--- src/rtl/ttcs_pkg.sv ---
// Shared constants and types for the text terminal with cursor and scroll.
// Used by ttcs_screen_mem, ttcs_ctrl and text_terminal_cursor_scroll.
`default_nettype none

package ttcs_pkg;

    // Screen geometry
    localparam int COLUMNS    = 80;
    localparam int ROWS       = 25;
    localparam int CELL_COUNT = ROWS * COLUMNS;

    // Field widths
    localparam int COL_W  = 7;
    localparam int ROW_W  = 5;
    localparam int POS_W  = 11;
    localparam int CELL_W = 16;
    localparam int CLR_W  = 4;

    // Cell constants
    localparam logic [CELL_W-1:0] RESET_CELL   = 16'h0720;
    localparam logic [7:0]        BLANK_CHAR   = 8'h20;
    localparam logic [7:0]        NEWLINE_CHAR = 8'h0A;

    // Item function codes
    localparam logic [1:0] FUNC_PUT   = 2'd0;
    localparam logic [1:0] FUNC_READ  = 2'd1;
    localparam logic [1:0] FUNC_CLEAR = 2'd2;

    // Register indexes on the configuration port
    localparam logic REG_TEXT_COLOR = 1'b0;
    localparam logic REG_BG_COLOR   = 1'b1;

    // One access to the screen store
    typedef struct packed {
        logic              we;
        logic [POS_W-1:0]  waddr;
        logic [CELL_W-1:0] wdata;
        logic              re;
        logic [POS_W-1:0]  raddr;
    } mem_req_t;

endpackage : ttcs_pkg

`default_nettype wire

--- src/rtl/ttcs_ctrl.sv ---
// Item sequencer: cursor registers, store sweeps (clear, scroll, reset fill)
// and the result register. Depends on ttcs_pkg; drives ttcs_screen_mem.
`default_nettype none

module ttcs_ctrl
    import ttcs_pkg::*;
(
    input  wire logic              aclk,
    input  wire logic              aresetn,
    // item in
    input  wire logic              in_valid,
    output logic                   in_ready,
    input  wire logic [1:0]        in_func,
    input  wire logic [7:0]        in_ch,
    input  wire logic [POS_W-1:0]  in_index,
    // current attribute byte
    input  wire logic [7:0]        attr,
    // screen store
    output mem_req_t               mem_req,
    input  wire logic [CELL_W-1:0] mem_rdata,
    // result out
    output logic                   out_valid,
    input  wire logic              out_ready,
    output logic      [POS_W-1:0]  out_pos,
    output logic      [CELL_W-1:0] out_value,
    output logic                   out_scrolled
);

    localparam logic [2:0] ST_IDLE   = 3'd0;
    localparam logic [2:0] ST_EXEC   = 3'd1;
    localparam logic [2:0] ST_RDWAIT = 3'd2;
    localparam logic [2:0] ST_SCROLL = 3'd3;
    localparam logic [2:0] ST_DRAIN  = 3'd4;
    localparam logic [2:0] ST_FILL   = 3'd5;

    localparam logic [POS_W-1:0] CELL_LAST    = POS_W'(CELL_COUNT - 1);
    localparam logic [POS_W-1:0] MOVE_LAST    = POS_W'(CELL_COUNT - COLUMNS - 1);
    localparam logic [POS_W-1:0] BOTTOM_START = POS_W'(CELL_COUNT - COLUMNS);
    localparam logic [POS_W-1:0] COLS_POS     = POS_W'(COLUMNS);
    localparam logic [COL_W-1:0] COL_LAST     = COL_W'(COLUMNS - 1);
    localparam logic [ROW_W-1:0] ROW_LAST     = ROW_W'(ROWS - 1);

    logic [2:0]        state_reg, state_next;
    logic              pend_reg, pend_next;
    logic              boot_reg, boot_next;
    logic              mv_valid_reg, mv_valid_next;
    logic [POS_W-1:0]  mv_addr_reg, mv_addr_next;
    logic [POS_W-1:0]  cnt_reg, cnt_next;
    logic [COL_W-1:0]  col_reg, col_next;
    logic [ROW_W-1:0]  row_reg, row_next;
    logic [POS_W-1:0]  pos_reg, pos_next;
    logic [CELL_W-1:0] res_val_reg, res_val_next;
    logic              res_scr_reg, res_scr_next;
    logic              oval_reg, oval_next;
    logic [POS_W-1:0]  opos_reg, opos_next;
    logic [CELL_W-1:0] oval_data_reg, oval_data_next;
    logic              oscr_reg, oscr_next;
    logic [1:0]        func_reg;
    logic [7:0]        ch_reg;
    logic [POS_W-1:0]  idx_reg;

    logic              out_free;
    logic              accept;
    logic              is_nl;
    logic              is_print;
    logic [CELL_W-1:0] blank_cell;

    assign out_free   = !oval_reg || out_ready;
    assign in_ready   = (state_reg == ST_IDLE) && (!pend_reg || out_free);
    assign accept     = in_valid && in_ready;
    assign is_nl      = (ch_reg == NEWLINE_CHAR);
    assign is_print   = !ch_reg[7] && (ch_reg[6:5] != 2'b00);
    assign blank_cell = {attr, BLANK_CHAR};

    assign out_valid    = oval_reg;
    assign out_pos      = opos_reg;
    assign out_value    = oval_data_reg;
    assign out_scrolled = oscr_reg;

    // Item payload capture
    always_ff @(posedge aclk) begin
        if (accept) begin
            func_reg <= in_func;
            ch_reg   <= in_ch;
            idx_reg  <= in_index;
        end
    end

    // Sequencer and store access
    always_comb begin
        state_next     = state_reg;
        pend_next      = pend_reg;
        boot_next      = boot_reg;
        mv_valid_next  = 1'b0;
        mv_addr_next   = mv_addr_reg;
        cnt_next       = cnt_reg;
        col_next       = col_reg;
        row_next       = row_reg;
        pos_next       = pos_reg;
        res_val_next   = res_val_reg;
        res_scr_next   = res_scr_reg;
        oval_next      = oval_reg;
        opos_next      = opos_reg;
        oval_data_next = oval_data_reg;
        oscr_next      = oscr_reg;

        mem_req       = '0;
        mem_req.raddr = cnt_reg + COLS_POS;

        // result register drains independently
        if (out_ready) begin
            oval_next = 1'b0;
        end

        // pending move write from the scroll read stream
        if (mv_valid_reg) begin
            mem_req.we    = 1'b1;
            mem_req.waddr = mv_addr_reg;
            mem_req.wdata = mem_rdata;
        end

        unique case (state_reg)
            ST_IDLE: begin
                if (pend_reg && out_free) begin
                    oval_next      = 1'b1;
                    opos_next      = pos_reg;
                    oval_data_next = res_val_reg;
                    oscr_next      = res_scr_reg;
                    pend_next      = 1'b0;
                end
                if (accept) begin
                    state_next = ST_EXEC;
                end
            end

            ST_EXEC: begin
                res_val_next = '0;
                res_scr_next = 1'b0;
                pend_next    = 1'b1;
                state_next   = ST_IDLE;
                unique case (func_reg)
                    FUNC_PUT: begin
                        if (is_print) begin
                            mem_req.we    = 1'b1;
                            mem_req.waddr = pos_reg;
                            mem_req.wdata = {attr, ch_reg};
                        end
                        if (is_nl) begin
                            col_next = '0;
                            row_next = row_reg + 1'b1;
                            pos_next = pos_reg - POS_W'(col_reg) + COLS_POS;
                        end else if (is_print) begin
                            pos_next = pos_reg + 1'b1;
                            if (col_reg == COL_LAST) begin
                                col_next = '0;
                                row_next = row_reg + 1'b1;
                            end else begin
                                col_next = col_reg + 1'b1;
                            end
                        end
                        // row runs off the bottom: scroll
                        if ((is_nl || (is_print && col_reg == COL_LAST)) &&
                            row_reg == ROW_LAST) begin
                            row_next     = ROW_LAST;
                            col_next     = '0;
                            pos_next     = BOTTOM_START;
                            res_scr_next = 1'b1;
                            pend_next    = 1'b0;
                            cnt_next     = '0;
                            state_next   = ST_SCROLL;
                        end
                    end
                    FUNC_READ: begin
                        if (idx_reg <= CELL_LAST) begin
                            mem_req.re    = 1'b1;
                            mem_req.raddr = idx_reg;
                            pend_next     = 1'b0;
                            state_next    = ST_RDWAIT;
                        end
                    end
                    FUNC_CLEAR: begin
                        pend_next  = 1'b0;
                        cnt_next   = '0;
                        state_next = ST_FILL;
                    end
                    default: begin
                    end
                endcase
            end

            ST_RDWAIT: begin
                res_val_next = mem_rdata;
                pend_next    = 1'b1;
                state_next   = ST_IDLE;
            end

            // read row below, write it one row up on the next cycle
            ST_SCROLL: begin
                mem_req.re    = 1'b1;
                mem_req.raddr = cnt_reg + COLS_POS;
                mv_valid_next = 1'b1;
                mv_addr_next  = cnt_reg;
                if (cnt_reg == MOVE_LAST) begin
                    state_next = ST_DRAIN;
                end else begin
                    cnt_next = cnt_reg + 1'b1;
                end
            end

            ST_DRAIN: begin
                cnt_next   = BOTTOM_START;
                state_next = ST_FILL;
            end

            // blank sweep from cnt to the last cell
            ST_FILL: begin
                mem_req.we    = 1'b1;
                mem_req.waddr = cnt_reg;
                mem_req.wdata = boot_reg ? RESET_CELL : blank_cell;
                if (cnt_reg == CELL_LAST) begin
                    pend_next  = !boot_reg;
                    boot_next  = 1'b0;
                    state_next = ST_IDLE;
                end else begin
                    cnt_next = cnt_reg + 1'b1;
                end
            end

            default: begin
                state_next = ST_IDLE;
            end
        endcase
    end

    // Control state; reset starts the store fill pass
    always_ff @(posedge aclk) begin
        if (!aresetn) begin
            state_reg    <= ST_FILL;
            pend_reg     <= 1'b0;
            boot_reg     <= 1'b1;
            mv_valid_reg <= 1'b0;
            cnt_reg      <= '0;
            col_reg      <= '0;
            row_reg      <= '0;
            pos_reg      <= '0;
            oval_reg     <= 1'b0;
        end else begin
            state_reg    <= state_next;
            pend_reg     <= pend_next;
            boot_reg     <= boot_next;
            mv_valid_reg <= mv_valid_next;
            cnt_reg      <= cnt_next;
            col_reg      <= col_next;
            row_reg      <= row_next;
            pos_reg      <= pos_next;
            oval_reg     <= oval_next;
        end
    end

    // Payload registers
    always_ff @(posedge aclk) begin
        mv_addr_reg   <= mv_addr_next;
        res_val_reg   <= res_val_next;
        res_scr_reg   <= res_scr_next;
        opos_reg      <= opos_next;
        oval_data_reg <= oval_data_next;
        oscr_reg      <= oscr_next;
    end

`ifndef SYNTH
    a_cursor_in_range: assert property (@(posedge aclk) disable iff (!aresetn)
        (row_reg <= ROW_LAST) && (col_reg <= COL_LAST))
        else $error("cursor outside the screen");

    a_pos_matches: assert property (@(posedge aclk) disable iff (!aresetn)
        32'(pos_reg) == 32'(row_reg) * 32'(COLUMNS) + 32'(col_reg))
        else $error("linear cursor position out of step with row and column");

    a_move_in_scroll: assert property (@(posedge aclk) disable iff (!aresetn)
        mv_valid_reg |-> (state_reg == ST_SCROLL || state_reg == ST_DRAIN))
        else $error("move write outside a scroll");

    a_ready_only_idle: assert property (@(posedge aclk) disable iff (!aresetn)
        in_ready |-> (state_reg == ST_IDLE))
        else $error("item taken while busy");

    a_no_result_lost: assert property (@(posedge aclk) disable iff (!aresetn)
        (pend_reg && !out_free) |=> pend_reg)
        else $error("pending result dropped");
`endif

endmodule : ttcs_ctrl

`default_nettype wire

--- config.mk ---
export PLATFORM = sky130hd
export DESIGN_NAME = ttcs_ctrl
export DESIGN_NICKNAME = d
export VERILOG_FILES = /design/src/rtl/ttcs_pkg.sv /design/src/rtl/ttcs_ctrl.sv
export SDC_FILE = /design/constraint.sdc
export NUM_CORES = 1
export LEC_CHECK = 0
export BUFFER_PORTS_ARGS = -buffer_cell sky130_fd_sc_hd__clkbuf_2
export CAP_MARGIN = 25
export CELL_PAD_IN_SITES_DETAIL_PLACEMENT = 0
export CELL_PAD_IN_SITES_GLOBAL_PLACEMENT = 2
export CORE_ASPECT_RATIO = 0.5
export CORE_MARGIN = 3
export CORE_UTILIZATION = 36
export CTS_BUF_LIST = sky130_fd_sc_hd__clkbuf_2 sky130_fd_sc_hd__clkbuf_4 sky130_fd_sc_hd__clkbuf_8
export CTS_CLUSTER_SIZE = 30
export DETAILED_ROUTE_END_ITERATION = 16
export HOLD_SLACK_MARGIN = 0.06
export MAX_ROUTING_LAYER = met4
export PLACE_DENSITY_LB_ADDON = 0.1
export SETUP_SLACK_MARGIN = 0.2
export SLEW_MARGIN = 40
export SYNTH_ARGS = -nofsm -noshare
export SYNTH_HDL_FRONTEND = slang
export SYNTH_SLANG_ARGS = --single-unit
export TNS_END_PERCENT = 10
--- constraint.sdc ---
create_clock -name aclk -period 3.43 [get_ports aclk]
set_clock_uncertainty 0.05 [all_clocks]
set_input_delay 0.686 -clock aclk [delete_from_list [all_inputs] [get_ports aclk]]
set_output_delay 0.686 -clock aclk [all_outputs]
set_load 0.01 [all_outputs]
==> summary.txt <==
Run status
  • Status: completed

Route
  • Drt pass-1 iters: 5
  • WL/cell: 17.6 um
  • Via count: 5,061
  • # DRC: 0
  • Detailed Route Iter0 Violations: 267
  • Routed vias/inst: 5.15
  • Drt total wl: 17,300 um
  • Detail Route Antenna Nets: 0

CTS
  • Worst-skew pair later-pin latency: 0.43 ns
  • Clock Pin Slew Worst Setup and Hold Paths: 0.08 ns
  • H-tree levels: 4
  • Root Buffer: clkbuf_8
  • Clk buf depth: 2
  • Cts bufs inserted: 17
  • Setup bufs post-CTS: 0
  • Post-CTS Hold Buffers: 0
  • Clock sink count: 118
  • CTS tree: built

STA
  • Final hold violation count: 0
  • RSZ-0062 raised after global routing: yes
  • Slew Viols, Final: 0
  • Slew headroom: 0.469
  • Period utilization: 0.912
  • Fin crit period: 3.13 ns
  • Fin Hold WS: 0.362 ns
  • Final setup vio count: 0
  • Worst slew pin tran: 0.796 ns
  • Post-layout worst setup margin: 0.302 ns
  • Setup TNS: 0 ns
  • Peak Freq: 0.320 GHz

Setup path
  • CP endpoint kind: output port
  • CP max-delay cell: edfxtp_1
  • Crit-path max FO: 15
  • Reg2reg path depth: 7
  • CP arrival: 2.39 ns
  • Crit start category: flip-flop
  • CP max stage delay: 0.42 ns
  • Crit. Startpoint: ch_reg[7]
  • CP Data Required Time: 2.69 ns
  • Critical R2R Launch: ch_reg[2]
  • Setup CP Type: reg -> out
  • Cell Chain, Critical Path: o21bai_2 > nand2b_1 > or2_4 > and3_1 > buf_4 > a22o_1 > clkbuf_2

Synth
  • Warnings, synthesis: 0
  • Largest family of logic cells by synthesized area: compound AO/OA/AOI/OAI gates
  • Library cells used by synthesis: 63
  • Cells after synthesis: 612
  • Syn_nets: 687
  • Complex-gate fraction of the synthesized area: 0.179
  • Post-Synth XOR/XNOR Area: 0.0395
  • Post-synth ARST share: 0
  • Adder-cell area share of the yosys netlist: 0.0536
  • Post-synth top flop: edfxtp_1
  • Post-synthesis simple-gate area fraction: 0.172
  • Mapped cell area: 0.00621 mm^2
  • Seq/Total Area, Yosys: 0.504
  • Number of enable flip-flop cells after synthesis: 77
  • Post-synthesis mux area share: 0.0123
  • Seq cells post-synth: 118
  • Avg Cell Area, Syn: 10.2 um^2

Pwr
  • Peak supply drop: 0.248 mV
  • Power density cells: 560 mW/mm^2
  • Switching power: 1410 uW
  • Comb pwr share: 0.268
  • P_leak: 0.00296 uW
  • Clock group share of total power: 0.305
  • Sequential power share: 0.427
  • Int Power: 2810 uW
  • Switching Share: 0.334
  • Power Total: 4220 uW

Hold path
  • Hold WC Path Type: reg -> reg
  • Hold path start: res_val_reg[0]
  • Hold Path Stages: 0

Floorplan
  • Top-Level Pins: 119
  • Site Rows: 33
  • Die height: 98.9 um
  • Die area: 0.0190 mm^2
  • Chip width: 192 um
  • Initial Util: 0.373
  • Core area: 0.0166 mm^2

Placement
  • Place WS: 0.438 ns
  • Detailed Place HPWL: 12,900 um
  • Port Buf Inserts: 118
  • GPL Wtd Cong: 0.810
  • DP Cell Count: 951

Layout
  • Share of layout cells above drive strength 1: 0.259
  • Layout Cells excl Fill: 983
  • Area occupied by multi-input gates: 0.00285 mm^2
  • Most frequent cells in the layout: 118 x clkbuf_2, 77 x edfxtp_1, 57 x nand2_1
  • Layout fillers: 1,617
  • Area delta synth->final: 21.4%
  • N_diodes: 0
  • Register area: 0.00313 mm^2
  • Nets: 818
  • Commonest non-fill, non-tap cell in the layout: clkbuf_2

GRT
  • Vias in the first global route: 5,040
  • GRT Resource Usage Total: 0.192
  • Met3 Usage GRT: 0.0341
  • Initial antenna violation count: 1
  • Largest net degree at the start of global routing: 36
  • Global-route met1 utilization: 0.253
  • Busiest layer in global routing: met2
  • Global-route wire length before repair: 26,900 um
  • Grt met2 use: 0.303
  • Overflow after GRT: 0

Flow run
  • Max-capacitance violation count: 0
-- cells by family after synthesis --
group	count (synthesis)
simple gates	204
flops	118
fa+ha+maj	26
xor+xnor	28
mux	7
buf+inv	59
compound gates	170
-- synth_stat cells (7+ instances only) --
cell type | instances | area (um^2)
and2_1 | 27 | 169
nand2b_1 | 8 | 50.1
edfxtp_1 | 77 | 2310
nand4_1 | 9 | 56.3
a21oi_1 | 38 | 190
nor2_1 | 35 | 131
a21boi_0 | 9 | 67.6
clkbuf_1 | 24 | 90.1
xnor2_1 | 21 | 184
dfxtp_1 | 41 | 821
nor2b_1 | 11 | 68.8
o211ai_1 | 8 | 60.1
ha_1 | 25 | 313
o21ai_0 | 41 | 205
a31oi_1 | 14 | 87.6
a32oi_1 | 7 | 61.3
inv_1 | 27 | 101
o31ai_1 | 9 | 67.6
nand2_1 | 57 | 214
nand3_1 | 16 | 80.1
nor3_1 | 13 | 65.1
xor2_1 | 7 | 61.3
-- metrics by stage --
step / cell area (um^2) / utilization
4_1_cts: 7540 / 0.453
5_1_grt: 7540 / 0.453
6_report: 7540 / 0.453
3_5_place_dp: 7140 / 0.429
2_1_floorplan: 6210 / -
3_3_place_gp: 7140 / 0.429
-- timing repair --
item | CTS | global route
setup endpoints to repair | 21 | 15
resized for setup | 3 | 2
endpoints found under the hold margin | 0 | 0
-- final timing paths --
| check | endpoint | slack, ns |
|---|---|---|
| max | mem_req[23] | 0.30 |
| max reg2reg | cnt_reg[7] | 0.86 |
| min reg2reg | out_value[0] | 0.36 |
| min | out_value[0] | 0.36 |
-- cell type report --
cell class / count / area share
Clock buffer: 23 / 0.0387
Clock inverter: 9 / 0.0136
Inverter: 28 / 0.0139
Multi-Input combinational cell: 435 / 0.377
Sequential cell: 118 / 0.416
Tap cell: 227 / 0.0377
Timing Repair Buffer: 143 / 0.103
-- worst max-delay path: cells and delay by family, from the launching register on --
family / cells / cell delay [ns]
and+or+nand+nor: 3 / 0.72
AOI/OAI and AO/OA: 2 / 0.51
DFF: 1 / 0.42
buffers and inverters: 2 / 0.30
-- power groups by stage --
stage / Sequential [uW] / Combinational [uW] / Clock [uW]
6_report: 1800 / 1130 / 1290
5_1_grt: 1820 / 1250 / 1390
4_1_cts: 1800 / 1150 / 1330
3_5_place_dp: 1830 / 1140 / 0
3_3_place_gp: 1830 / 1150 / 0
2_1_floorplan: 1740 / 757 / 0
-- metal layers --
metal	vias up	wire length [um]
met2	112	7960
met3	19	637
met4	0	179
met1	2407	8510
met5	-	0
li1	2523	-
Power figures use the tool's default switching activity.
